### src/afp_pkg.sv
`default_nettype none

package afp_pkg;

    // Fixed geometry of the map and plane
    localparam int MAP_SIDE   = 128;
    localparam int PLANE_SIDE = 1024;
    localparam int MEM_WORDS  = 16384;
    localparam int ADDR_W     = $clog2(MEM_WORDS);
    localparam int PLANE_W    = $clog2(PLANE_SIDE);
    localparam int MAP_W      = $clog2(MAP_SIDE);

    // Datapath widths
    localparam int COORD_W = 12;                 // lx / ly, signed
    localparam int PROD_W  = 16 + COORD_W;       // matrix element * coordinate
    localparam int SUM_W   = PROD_W + 1;         // two products plus centre
    localparam int POS_W   = SUM_W - 8;          // plane position after floor(/256)
    localparam int CFG_IDX_W  = 3;
    localparam int CFG_DATA_W = 26;

    // Commands
    localparam logic CMD_RENDER = 1'b0;
    localparam logic CMD_WRITE  = 1'b1;

    // Register indexes
    typedef enum logic [CFG_IDX_W-1:0] {
        CFG_MATRIX_A = 3'd0,
        CFG_MATRIX_B = 3'd1,
        CFG_MATRIX_C = 3'd2,
        CFG_MATRIX_D = 3'd3,
        CFG_CENTER_X = 3'd4,
        CFG_CENTER_Y = 3'd5,
        CFG_SCROLL   = 3'd6,
        CFG_REPEAT   = 3'd7
    } t_cfg_index;

    // Behaviour outside the plane
    typedef enum logic [1:0] {
        REP_WRAP_A      = 2'd0,
        REP_WRAP_B      = 2'd1,
        REP_TRANSPARENT = 2'd2,
        REP_TILE_ZERO   = 2'd3
    } t_repeat;

    typedef struct packed {
        logic              command;
        logic [ADDR_W-1:0] word_address;
        logic [7:0]        map_byte;
        logic [7:0]        char_byte;
        logic [7:0]        screen_column;
        logic [7:0]        screen_line;
        logic              second_layer;
    } t_in_item;

    typedef struct packed {
        logic [7:0] color_index;
        logic       high_priority;
        logic       opaque;
    } t_out_item;

    typedef struct packed {
        logic signed [15:0] matrix_a;
        logic signed [15:0] matrix_b;
        logic signed [15:0] matrix_c;
        logic signed [15:0] matrix_d;
        logic signed [12:0] center_x;
        logic signed [12:0] center_y;
        logic [25:0]        scroll_offsets;
        t_repeat            repeat_mode;
    } t_cfg;

    // Per-item control that travels alongside the datapath
    typedef struct packed {
        logic              valid;
        logic              command;
        logic              second_layer;
        logic [ADDR_W-1:0] word_address;
        logic [7:0]        map_byte;
        logic [7:0]        char_byte;
    } t_tag;

endpackage

`default_nettype wire

### src/afp_transform.sv
`default_nettype none

// Affine transform: offset/clip, four multiplies, sum and floor.
// Three register stages.
module afp_transform (
    input  logic                              i_clk,
    input  logic                              i_rst_n,
    input  logic                              i_en,
    input  logic                              i_valid,
    input  afp_pkg::t_in_item                 i_item,
    input  afp_pkg::t_cfg                     i_cfg,
    output afp_pkg::t_tag                     o_tag,
    output logic signed [afp_pkg::POS_W-1:0]  o_px,
    output logic signed [afp_pkg::POS_W-1:0]  o_py
);
    import afp_pkg::*;

    logic signed [13:0]        w_h;
    logic signed [13:0]        w_v;
    logic signed [10:0]        w_hclip;
    logic signed [10:0]        w_vclip;
    logic signed [COORD_W-1:0] n_lx;
    logic signed [COORD_W-1:0] n_ly;
    t_tag                      n_tag1;

    t_tag                      r_tag1;
    t_tag                      r_tag2;
    t_tag                      r_tag3;
    logic signed [COORD_W-1:0] r_lx;
    logic signed [COORD_W-1:0] r_ly;
    logic signed [15:0]        w_a;
    logic signed [15:0]        w_b;
    logic signed [15:0]        w_c;
    logic signed [15:0]        w_d;
    logic signed [PROD_W-1:0]  r_pa;
    logic signed [PROD_W-1:0]  r_pb;
    logic signed [PROD_W-1:0]  r_pc;
    logic signed [PROD_W-1:0]  r_pd;
    logic signed [SUM_W-1:0]   w_cx8;
    logic signed [SUM_W-1:0]   w_cy8;
    logic signed [SUM_W-1:0]   n_sx;
    logic signed [SUM_W-1:0]   n_sy;
    logic signed [POS_W-1:0]   r_px;
    logic signed [POS_W-1:0]   r_py;

    // Stage 1: scroll minus centre, clipped to 11-bit signed, plus screen position
    always_comb begin
        w_h = {i_cfg.scroll_offsets[12], i_cfg.scroll_offsets[12:0]}
            - {i_cfg.center_x[12], i_cfg.center_x};
        w_v = {i_cfg.scroll_offsets[25], i_cfg.scroll_offsets[25:13]}
            - {i_cfg.center_y[12], i_cfg.center_y};
        // keep low 10 bits, bit 13 acts as the sign
        w_hclip = {w_h[13], w_h[9:0]};
        w_vclip = {w_v[13], w_v[9:0]};
        n_lx = {w_hclip[10], w_hclip} + {4'b0, i_item.screen_column};
        n_ly = {w_vclip[10], w_vclip} + {4'b0, i_item.screen_line};
        n_tag1.valid        = i_valid;
        n_tag1.command      = i_item.command;
        n_tag1.second_layer = i_item.second_layer;
        n_tag1.word_address = i_item.word_address;
        n_tag1.map_byte     = i_item.map_byte;
        n_tag1.char_byte    = i_item.char_byte;
    end

    // Stage 3 inputs: centre scaled by 256, products summed
    always_comb begin
        w_a   = i_cfg.matrix_a;
        w_b   = i_cfg.matrix_b;
        w_c   = i_cfg.matrix_c;
        w_d   = i_cfg.matrix_d;
        w_cx8 = {{(SUM_W-21){i_cfg.center_x[12]}}, i_cfg.center_x, 8'b0};
        w_cy8 = {{(SUM_W-21){i_cfg.center_y[12]}}, i_cfg.center_y, 8'b0};
        n_sx  = {r_pa[PROD_W-1], r_pa} + {r_pb[PROD_W-1], r_pb} + w_cx8;
        n_sy  = {r_pc[PROD_W-1], r_pc} + {r_pd[PROD_W-1], r_pd} + w_cy8;
    end

    // Control tags and datapath registers; only the valid bits are reset
    always_ff @(posedge i_clk) begin
        if (!i_rst_n) begin
            r_tag1.valid <= 1'b0;
            r_tag2.valid <= 1'b0;
            r_tag3.valid <= 1'b0;
        end else if (i_en) begin
            r_tag1 <= n_tag1;
            r_lx   <= n_lx;
            r_ly   <= n_ly;

            r_tag2 <= r_tag1;
            r_pa   <= w_a * r_lx;
            r_pb   <= w_b * r_ly;
            r_pc   <= w_c * r_lx;
            r_pd   <= w_d * r_ly;

            r_tag3 <= r_tag2;
            // floor(/256) of a two's complement value is an arithmetic shift
            r_px   <= n_sx[SUM_W-1:8];
            r_py   <= n_sy[SUM_W-1:8];
        end
    end

    assign o_tag = r_tag3;
    assign o_px  = r_px;
    assign o_py  = r_py;

endmodule

`default_nettype wire

### config.mk
export PLATFORM = sky130hd
export DESIGN_NAME = afp_transform
export DESIGN_NICKNAME = d
export VERILOG_FILES = /design/src/afp_pkg.sv /design/src/afp_transform.sv
export SDC_FILE = /design/constraint.sdc
export NUM_CORES = 2
export LEC_CHECK = 0
export BUFFER_PORTS_ARGS = -buffer_cell sky130_fd_sc_hd__buf_2
export CORE_MARGIN = 2
export CORE_UTILIZATION = 55
export CTS_CLUSTER_SIZE = 20
export DETAILED_ROUTE_END_ITERATION = 6
export PLACE_DENSITY = 0.85
export SETUP_SLACK_MARGIN = 0.02
export SLEW_MARGIN = 20
export SYNTH_ARGS = -nofsm -noshare
export SYNTH_HDL_FRONTEND = slang
export SYNTH_SLANG_ARGS = --single-unit
### constraint.sdc
create_clock -name i_clk -period 19.3 [get_ports i_clk]
set_input_delay 3.86 -clock i_clk [delete_from_list [all_inputs] [get_ports i_clk]]
set_output_delay 3.86 -clock i_clk [all_outputs]
set_load 0.02 [all_outputs]
# Word-level counts from Yosys, hierarchy flattened
# Cells that the tools add are included.
[classes]
add_sub_neg = 8
reduce_logical = 1
multipliers = 4
[ops]
columns = ["operator", "count"]
rows = [
  ["$mul A16 B12 Y28", 4],
  ["$add A28 B28 Y29", 2],
  ["$add A29 B29 Y29", 2],
  ["$sub A13 B13 Y14", 2],
  ["$add A11 B9 Y12", 2],
  ["$reduce_and A2 Y1", 1],
]
[word_totals]
output_inout_bits = 75
inputBits = 170
ff_bits = 277
wordCells = 39

# Logic depth before layout (Yosys ltp)
[logic_depth]
word_depth = 2
ltp_mapped = 23
depth_no_buf = 21

# Least setup slack after synthesis
# OpenSTA, ideal clock, no wires.
[synth_path]
path_type = "input port to flip-flop"
from = "input i_en"
to = "register r_px[0], in the netlist o_px[0], enable pin"
cell_stages = 1
slack_ps = 8584
t_required_ps = 18631
setup_time_ps = 669
path_buffers = 0
arrival_time_ps = 10047
path_cell_list = "and2_1"
[synth_between]
elab_chain_cells = 1
[synth_rtl]
columns = ["element", "line", "rtl"]
rows = [
  ["from (decl)", "afp_transform.sv:8", "input logic i_en,"],
  ["$reduce_and A2 Y1 (no source line)", "-", ""],
  ["to (signal assigned)", "afp_transform.sv:96", "r_px <= n_sx[SUM_W-1:8];"],
  ["to (decl)", "afp_transform.sv:43", "logic signed [POS_W-1:0] r_px;"],
]
# No other way between the ends.
# A chain may end at the register's enable or synchronous reset.

# Worst setup path after layout
[layout_path]
from = "input i_cfg[101] (netlist name)"
to = "register r_pb[24] (data pin)"
[layout_between]
elab_chain_cells = 1
[layout_rtl]
columns = ["element", "line", "rtl"]
rows = [
  ["from (decl)", "afp_transform.sv:11", "input afp_pkg::t_cfg i_cfg,"],
  ["$mul A16 B12 Y28", "afp_transform.sv:90", "r_pb <= w_b * r_ly;"],
  ["to (signal assigned)", "afp_transform.sv:90", ""],
  ["to (decl)", "afp_transform.sv:36", "logic signed [PROD_W-1:0] r_pb;"],
]
# No other way between the ends.

==> impl_metrics.csv <==
group,metric,value,unit
logic_synthesis,synth_nets,5235,
logic_synthesis,ys.flop_type,"edfxtp_1",
layout,area_delta_synth_final,7.72,%
routing,totalWireLength,91.2,mm
critical_path,critPathKind,"in -> reg",
timing,hold_viol_final,0,
timing,worst_slew_pin_slew,1080,ps
routing,wire_per_inst,17.8,µm
routing,avgViaCountPerCell,5.45,
logic_synthesis,synth.avg_cell_area,10.2,µm²
die,io_pins,245,
clock_network,cts_resized,0,
logic_synthesis,ys_top_cells_by_count,"inv_1, fa_1, nand2_1, ha_1, edfxtp_1",
grt,grt_max_degree,89,
die,die_area,75400,µm²
logic_synthesis,synth.top_cell.area_share,37.6,%
critical_path,required,19620,ps
logic_synthesis,synthTopCellsByArea,"fa_1, edfxtp_1, ha_1",
logic_synthesis,yosysMostFrequentCell,"inv_1",
critical_path,crit_path_start_kind,"primary input",
timing,setup_slack,10260,ps
die,die_h,275,µm
layout,layout-drive-gt1-share,7.95,%
logic_synthesis,yosys_warnings,0,
die,std_cell_rows,99,
layout,nNetsFinal,5402,
placed_design,io_buffers,242,
routing,drt-initial-drc-count,1960,
clock_network,clk_latency,580,ps
clock_network,cts-hold-fix-buffers,0,
critical_path,path_common_cell,"inv_1",
timing,max_freq,0.111,GHz
clock_network,h-tree-depth,1,
grt,grt_pass1_wl,151,mm
routing,detailroute.via_count,27800,
placed_design,place_hpwl,73.0,mm
logic_synthesis,ys_types,65,
clock_network,cts_made_buffers,29,
logic_synthesis,ys_seq_elements,277,
timing,setup_viol_count_final,0,
logic_synthesis,synth-async-reset-ratio,0,%
grt,antenna_found_initial,5,
clock_network,cts_tree,"built",
clock_network,clock-root-buffer,"clkbuf_16",
timing,rsz0062_at_grt,"false",
clock_network,clk_path_buf_depth,3,
timing,fin_worst_skew,25.4,ps
grt,grtUsageTotal,25.0,%
timing,setup-tns-final,0,ps
run,cap_violations,0,
hold_path,hp-class,"reg -> reg",
placed_design,gp_congestion,0.915,
critical_path,path_cells,"buf_2, nand2_1, fa_1, inv_1, ha_1, inv_1, fa_1, inv_1, fa_1, inv_1, fa_1, inv_1, ha_1, inv_1, o21ai_0, or3_1, a21oi_1, o21ai_0, and3_1, o21a_1, nor2_1, xnor2_1",
grt,grt_pass1_vias,30500,
critical_path,max_stage_delay,580,ps
critical_path,crit_slowest_cell,"fa_1",
grt,overflow,0,
logic_synthesis,synth_cells,3965,
timing,max_slew_margin,27.9,%
die,initial_core_util,55.4,%
routing,drc,0,
die,die_x,275,µm
timing,min_period_over_period,46.8,%
critical_path,arrival,9360,ps
critical_path,cp_max_fo,12,
placed_design,place_ws,9730,ps
clock_network,post_cts_buffers,0,
clock_network,clock_sinks,277,
logic_synthesis,ys_seq_area_share,20.6,%
timing,period_minus_slack,9040,ps
clock_network,clkTransAtPathRegs,70,ps
logic_synthesis,synth-edff-count,274,
logic_synthesis,synth_top_cell_by_area,"fa_1",
logic_synthesis,synth_area,40300,µm²
routing,ant_nets,0,
status,outcome,"finished clean",
die,core-area,72700,µm²
routing,firstDrtPassIters,6,
critical_path,critPathCaptureType,"flop",
timing,finalMaxSlewViolations,0,
## cells in the final DEF, fill, tap and decap left out, drive strengths merged, types with 12 or more instances in the layout
cell	netlist	final
a211oi	12	12
a21o	48	48
a21oi	112	112
and2	251	251
buf	2	271
clkbuf	133	29
clkinv	2	15
edfxtp	274	274
fa	756	756
ha	344	344
inv	877	881
nand2	512	512
nand2b	21	21
nand3	23	23
nor2	143	143
nor2b	26	26
nor3	28	28
o21a	30	30
o21ai	60	60
o21bai	19	19
xnor2	134	134
xor2	34	34
## per-stage QoR
stage / area, µm² / instances / hold slack [ps] / utilization [%]
6_report: 43400 / 5113 / 420 / 59.6
3_5_place_dp: 42400 / 5059 / 405 / 58.3
4_1_cts: 43300 / 5110 / 420 / 59.6
2_1_floorplan: 40300 / 3965 / 400 / -
3_3_place_gp: 42400 / 5059 / 400 / 58.3
5_1_grt: 43400 / 5113 / 426 / 59.6
## kinds of logic (layout without fill, tap and decap cells)
family | Yosys count | after routing | share of synthesized area (%)
multiplexers | 5 | 5 | 0.124
AO/OA/AOI/OAI | 352 | 352 | 5.74
adder cells (fa/ha/maj) | 1100 | 1100 | 48.3
AND/OR/NAND/NOR | 1049 | 1049 | 12.2
XOR/XNOR | 168 | 168 | 3.65
buffers and inverters | 1014 | 1201 | 9.45
other | 0 | 2 | 0
flip-flops | 277 | 277 | 20.6
## final timing paths
kind	startpoint	endpoint	slack (ps)	cells after the start
worst max-delay path	i_cfg[101]	r_pb[24]	10260	22
worst min-delay path	r_tag1[6]	r_tag2[6]	420	0
worst max register to register	r_lx[11]	r_pa[26]	12630	20
worst min register to register	r_tag1[6]	r_tag2[6]	420	0
## layer usage
metal / share of wire (%) / vias up / global-route usage [%]
met5: 0.043 / - / 0
met4: 3.4 / 6 / 8.28
met3: 7.4 / 227 / 3.83
met2: 51 / 1096 / 45.0
met1: 38 / 14000 / 30.9
li1: - / 12500 / -
## flip-flops by register name, indices dropped and copies added (netlist names)
register,flops
o_tag,33
r_tag1,33
r_tag2,33
r_pa,28
r_pb,28
r_pc,28
r_pd,28
o_px,21
o_py,21
r_lx,12
r_ly,12
## final cells by class
class | count | area, µm²
clock buffers | 29 | 726
inverters | 879 | 3300
diodes | 2 | 5.00
fillers | 5714 | 29300
repair buffers | 271 | 1450
clock inverters | 22 | 234
flip-flops and latches | 277 | 8290
multi-input cells | 2674 | 28200
well taps | 959 | 1200
## critical path: cells and delay by family
kind	cells	cell delay, ps
simple gates	4	910
compound gates	4	740
buf+inv	7	790
fa+ha+maj	6	2960
xor+xnor	1	80
Power is left out: the tool's default activity adds up to more than one toggle a clock period on the data nets, which glitch-free logic cannot reach.
